--- config.mk ---
export PLATFORM = sky130hd
export DESIGN_NAME = tnbp_tanh_lut
export DESIGN_NICKNAME = d
export VERILOG_FILES = /design/src/hdl/assert_macros.svh /design/src/hdl/tnbp_pkg.sv /design/src/hdl/tnbp_tanh_lut.sv
export SDC_FILE = /design/constraint.sdc
export NUM_CORES = 1
export LEC_CHECK = 0
export BUFFER_PORTS_ARGS = -buffer_cell sky130_fd_sc_hd__buf_2
export CAP_MARGIN = 20
export CORE_AREA = 4 4 105 107
export DETAILED_ROUTE_END_ITERATION = 10
export DIE_AREA = 0 0 109 111
export GPL_TIMING_DRIVEN = 1
export PLACE_DENSITY = 0.52
export SLEW_MARGIN = 20
export SYNTH_ARGS = -nofsm -noshare
export SYNTH_HDL_FRONTEND = slang
export SYNTH_SLANG_ARGS = --single-unit
export TNS_END_PERCENT = 5
--- constraint.sdc ---
create_clock -name vclk -period 7.4
set_input_delay 1.48 -clock vclk [all_inputs]
set_output_delay 1.48 -clock vclk [all_outputs]
set_load 0.1 [all_outputs]
--- src/hdl/assert_macros.svh ---
// ---------------------------------------------------------------------------
// assert_macros
// Assertion helpers used by the neuron RTL file.
// ---------------------------------------------------------------------------
`ifndef ASSERT_MACROS_SVH
`define ASSERT_MACROS_SVH

// Same-cycle implication on the rising clock edge, masked during reset.
`define ASSERT_SAME(label, clk, rst, ante, cons) \
   label: assert property (@(posedge clk) disable iff (rst) (ante) |-> (cons)) \
      else $error("assertion failed");

// Next-cycle implication on the rising clock edge, masked during reset.
`define ASSERT_NEXT(label, clk, rst, ante, cons) \
   label: assert property (@(posedge clk) disable iff (rst) (ante) |=> (cons)) \
      else $error("assertion failed");

`endif

--- src/hdl/tnbp_pkg.sv ---
// ---------------------------------------------------------------------------
// tnbp_pkg
// Types, codes, fixed-point constants and the tanh table builder.
// ---------------------------------------------------------------------------
`default_nettype none

package tnbp_pkg;

   localparam int FRAC_BITS   = 12;
   localparam int TANH_DEPTH  = 256;
   localparam int TANH_AW     = $clog2(TANH_DEPTH);
   localparam int VALUE_W     = 16;
   localparam int INDEX_W     = 6;
   localparam int CSR_INDEX_W = 2;

   typedef enum logic [2:0] {
      CMD_FORWARD = 3'd0,
      CMD_TARGET  = 3'd1,
      CMD_HIDDEN  = 3'd2,
      CMD_UPDATE  = 3'd3,
      CMD_LOAD    = 3'd4
   } cmd_type;

   typedef enum logic [1:0] {
      KIND_OUTPUT   = 2'd0,
      KIND_GRADIENT = 2'd1,
      KIND_WEIGHT   = 2'd2
   } kind_type;

   typedef enum logic [CSR_INDEX_W-1:0] {
      CSR_LEARNING_RATE = 2'd0,
      CSR_MOMENTUM      = 2'd1
   } csr_index_type;

   typedef struct packed {
      logic                       flag;
      logic signed [VALUE_W-1:0]  value;
   } sat_type;

   typedef logic signed [VALUE_W-1:0] tanh_lut_type [TANH_DEPTH];

   // Clip a wide value to the signed 16-bit range and flag it.
   function automatic sat_type sat16(input logic signed [63:0] x);
      sat_type r;
      if (x < -64'sd32768) begin
         r.flag  = 1'b1;
         r.value = -16'sd32768;
      end else if (x > 64'sd32767) begin
         r.flag  = 1'b1;
         r.value = 16'sd32767;
      end else begin
         r.flag  = 1'b0;
         r.value = x[VALUE_W-1:0];
      end
      return r;
   endfunction

   // Unsigned quotient by restoring shift and subtract, for table building.
   function automatic longint unsigned udiv64(input longint unsigned n,
                                              input longint unsigned d);
      longint unsigned q, r;
      q = '0;
      r = '0;
      for (int b = 63; b >= 0; b--) begin
         r = {r[62:0], n[b]};
         if (r >= d) begin
            r    = r - d;
            q[b] = 1'b1;
         end
      end
      return q;
   endfunction

   // One tanh sample at the center of bin i over [-4, 4).
   function automatic logic signed [VALUE_W-1:0] tanh_sample(input int i);
      longint          m;
      longint unsigned a, u, u2, u3, u4, e, num, den, q;
      longint unsigned one;
      one = 64'd1 << 30;
      m   = 2 * i + 1 - TANH_DEPTH;
      a   = (m < 0) ? longint'(-m) : longint'(m);
      u   = (a << 30) >> (5 + TANH_AW);
      u2  = (u * u) >> 30;
      u3  = (u2 * u) >> 30;
      u4  = (u3 * u) >> 30;
      e   = one - u + (u2 >> 1) - udiv64(u3, 64'd6) + udiv64(u4, 64'd24);
      for (int k = 0; k < 8; k++) begin
         e = (e * e) >> 30;
      end
      num = (one - e) << FRAC_BITS;
      den = one + e;
      q   = udiv64(num + (den >> 1), den);
      return (m < 0) ? VALUE_W'(-longint'(q)) : VALUE_W'(q);
   endfunction

   // Build the whole table at elaboration.
   function automatic tanh_lut_type tanh_build();
      tanh_lut_type t;
      for (int i = 0; i < TANH_DEPTH; i++) begin
         t[i] = tanh_sample(i);
      end
      return t;
   endfunction

endpackage

`default_nettype wire

--- src/hdl/tnbp_tanh_lut.sv ---
// ---------------------------------------------------------------------------
// tnbp_tanh_lut
// Clamp the sum to [-4, 4), pick a bin and read tanh from a constant table.
// ---------------------------------------------------------------------------
`default_nettype none

module tnbp_tanh_lut (
   input  wire logic signed [31:0]                   sum,
   output logic signed [tnbp_pkg::VALUE_W-1:0]       tanh_value
);
   import tnbp_pkg::*;

   localparam tanh_lut_type LUT = tanh_build();
   localparam logic signed [31:0] LIM = 32'sd4 <<< FRAC_BITS;

   logic signed [31:0] clamped;
   logic [31:0]        offset;
   logic [31:0]        bin;

   // Clamp, shift to non-negative and scale to a bin number
   always_comb begin
      if (sum < -LIM) begin
         clamped = -LIM;
      end else if (sum > LIM - 32'sd1) begin
         clamped = LIM - 32'sd1;
      end else begin
         clamped = sum;
      end
      offset = 32'(clamped + LIM);
      bin    = (offset * 32'(TANH_DEPTH)) >> (FRAC_BITS + 3);
   end

   assign tanh_value = LUT[bin[TANH_AW-1:0]];

endmodule

`default_nettype wire

==> reports/results.txt <==
RSZ-0062 raised after global routing = false
Final min period = 7130 ps
Cell Pwr Density = 84.0 nW/um^2
drc violations = 0
Placed Instance Area = 4200 um^2
Post-CTS Setup Bufs = 0
Final ANT Viol Nets = 0
most common cell after layout, fill and taps aside = nand2_1
Netlist cell types = 72
VDD IR-drop max = 0.0578 mV
Least-Margin Pin Slew = 1070 ps
LEAKAGE = 0.00160 uW
GP Congestion = 1.00
end of the worst hold path = tanh_value[7]
most frequent cells in the layout = 60 x nand2_1, 58 x a21oi_1, 52 x nor2_1, 52 x buf_4, 49 x o21ai_0
cts-stage hold buffer count = 0
ranking of synthesized cells by area = a21oi_1 8.1%, ha_1 7.0%, o21ai_0 7.0%, nand2_1 6.3%, nor2_1 5.4%
Gate Count Post-Synth = 593
multi-input logic area = 3250 um^2
layout cells sized above 1 = 18.6%
Resized cells post-CTS = 0
core area = 10100 um^2
fin nets = 672
Worst slew margin = 26.5%
vias in the first global route = 5292
full die area = 12100 um^2
crit path launch type = primary input
maxcap violations = 0
Vias = 5593
syn_area_per_cell = 6.06 um^2
Finished Cell Area = 4200 um^2
sequential share of the synthesized area = 0%
top-area cell type share of the netlist area = 8.07%
clkbuf count = 0
die width = 109 um
drt total wl = 22300 um
Crit. End Element = primary output
outcome = finished, final reports clean
hold_sp = sum[27]
Die Y-Extent = 111 um
largest area contributor in the netlist = a21oi_1
YS warnings = 0
initial antenna violation count = 0
Area Overhead vs Synth = 16.8%
Antenna diodes = 0
Worst Path Required = 5920 ps
Util after Layout = 41.4%
Buffers on Ports = 41
hold slack = 3480 ps
Worst EP arrival = 5650 ps
TritonRoute pass-1 iters = 6
Power, Total = 353 uW
register area = 0 um^2
Initial Util = 35.5%
setup violators final = 0
first-pass GRT wire length = 33200 um
Syn Nets = 645
WL/cell = 29.6 um
via density per instance = 7.42
Post-Syn Area = 3600 um^2
sequential cells = 0
crit share post-route = 96.4%
I/O Pins = 48
hold path depth = 4
num rows = 37
dpl hpwl = 16200 um
count of pins over their slew limit = 0
Max Freq = 140 MHz
crit path kind = in2out
Hold Path Class = in2out
DR iter-0 viols = 899
Layout fillers = 1092
Final Hold Viols = 0
GR Overflow Total = 0
pin count of the biggest net entering global routing = 44
CP Max Fanout = 9
global-route usage over all layers = 35.8%
how the worst max path moves through the flow:
stage                     slack [ps]       endpoint     from
after floorplan                 -520  tanh_value[0]  sum[22]
after CTS                        420  tanh_value[4]  sum[14]
after detailed placement         430  tanh_value[4]  sum[14]
after global routing             180  tanh_value[4]  sum[14]
final                            270  tanh_value[4]  sum[14]
after global placement           490  tanh_value[4]  sum[14]
critical path, stage by stage:
cell       delay [ps]
buf_2             150
and4_1            230
and4_1            270
nand2_1           240
o22ai_1           420
inv_1             120
ha_1              500
nor3_1            120
o21ai_0           260
a21oi_1           110
a2111oi_0         920
buf_4             240
a41oi_1            40
a22o_1            250
buf_2             290
cell usage after synthesis, drive strengths merged (6+ instances only):
| cell type | number |
|---|---|
| a2111oi | 8 |
| a211o | 6 |
| a211oi | 12 |
| a21o | 11 |
| a21oi | 60 |
| a221o | 6 |
| a31oi | 20 |
| and3 | 9 |
| buf | 27 |
| clkbuf | 42 |
| ha | 20 |
| inv | 8 |
| nand2 | 60 |
| nand3 | 20 |
| nor2 | 52 |
| nor3 | 23 |
| nor4 | 11 |
| o2111ai | 6 |
| o211ai | 12 |
| o21ai | 57 |
| o221ai | 7 |
| o22ai | 13 |
| o311ai | 7 |
| o31ai | 9 |
| or3 | 6 |
where the power goes:
part	internal [uW]	switching [uW]	total [uW]	leakage (uW)
registers	0	0	0	0
logic	105	248	353	0.00160
clock network	0	0	0	0
total	105	248	353	0.00160
cell families (layout without fill, tap and decap cells):
group / after synthesis / in the layout / synth area share, %
buf+inv: 80 / 105 / 9.78
simple gates: 207 / 207 / 28.4
mux: 5 / 5 / 1.46
compound gates: 280 / 280 / 53.2
fa+ha+maj: 20 / 20 / 6.96
xor+xnor: 1 / 1 / 0.244
through the flow:
| step | setup WS [ps] | TNS, ps | std cells |
|---|---|---|---|
| 6_report | 266 | 0 | 754 |
| 2_1_floorplan | -520 | -1720 | 593 |
| 5_1_grt | 181 | 0 | 754 |
| 4_1_cts | 421 | 0 | 754 |
| 3_5_place_dp | 434 | 0 | 754 |
| 3_3_place_gp | 489 | 0 | 754 |
per-layer routing:
layer	GRT usage (%)	up-vias	wire [um]
li1	-	2381	-
met2	51.6	495	9400
met4	18.3	0	1480
met3	7.86	112	2860
met5	0	-	0
met1	49.3	2605	8570
area by class of cell:
type / count / area share (%)
inverter: 11 / 1.01
multi-input combinational: 513 / 77.4
tap: 136 / 4.05
timing repair buffer: 94 / 17.5
Note: power is estimated with default switching activity, not from simulation.
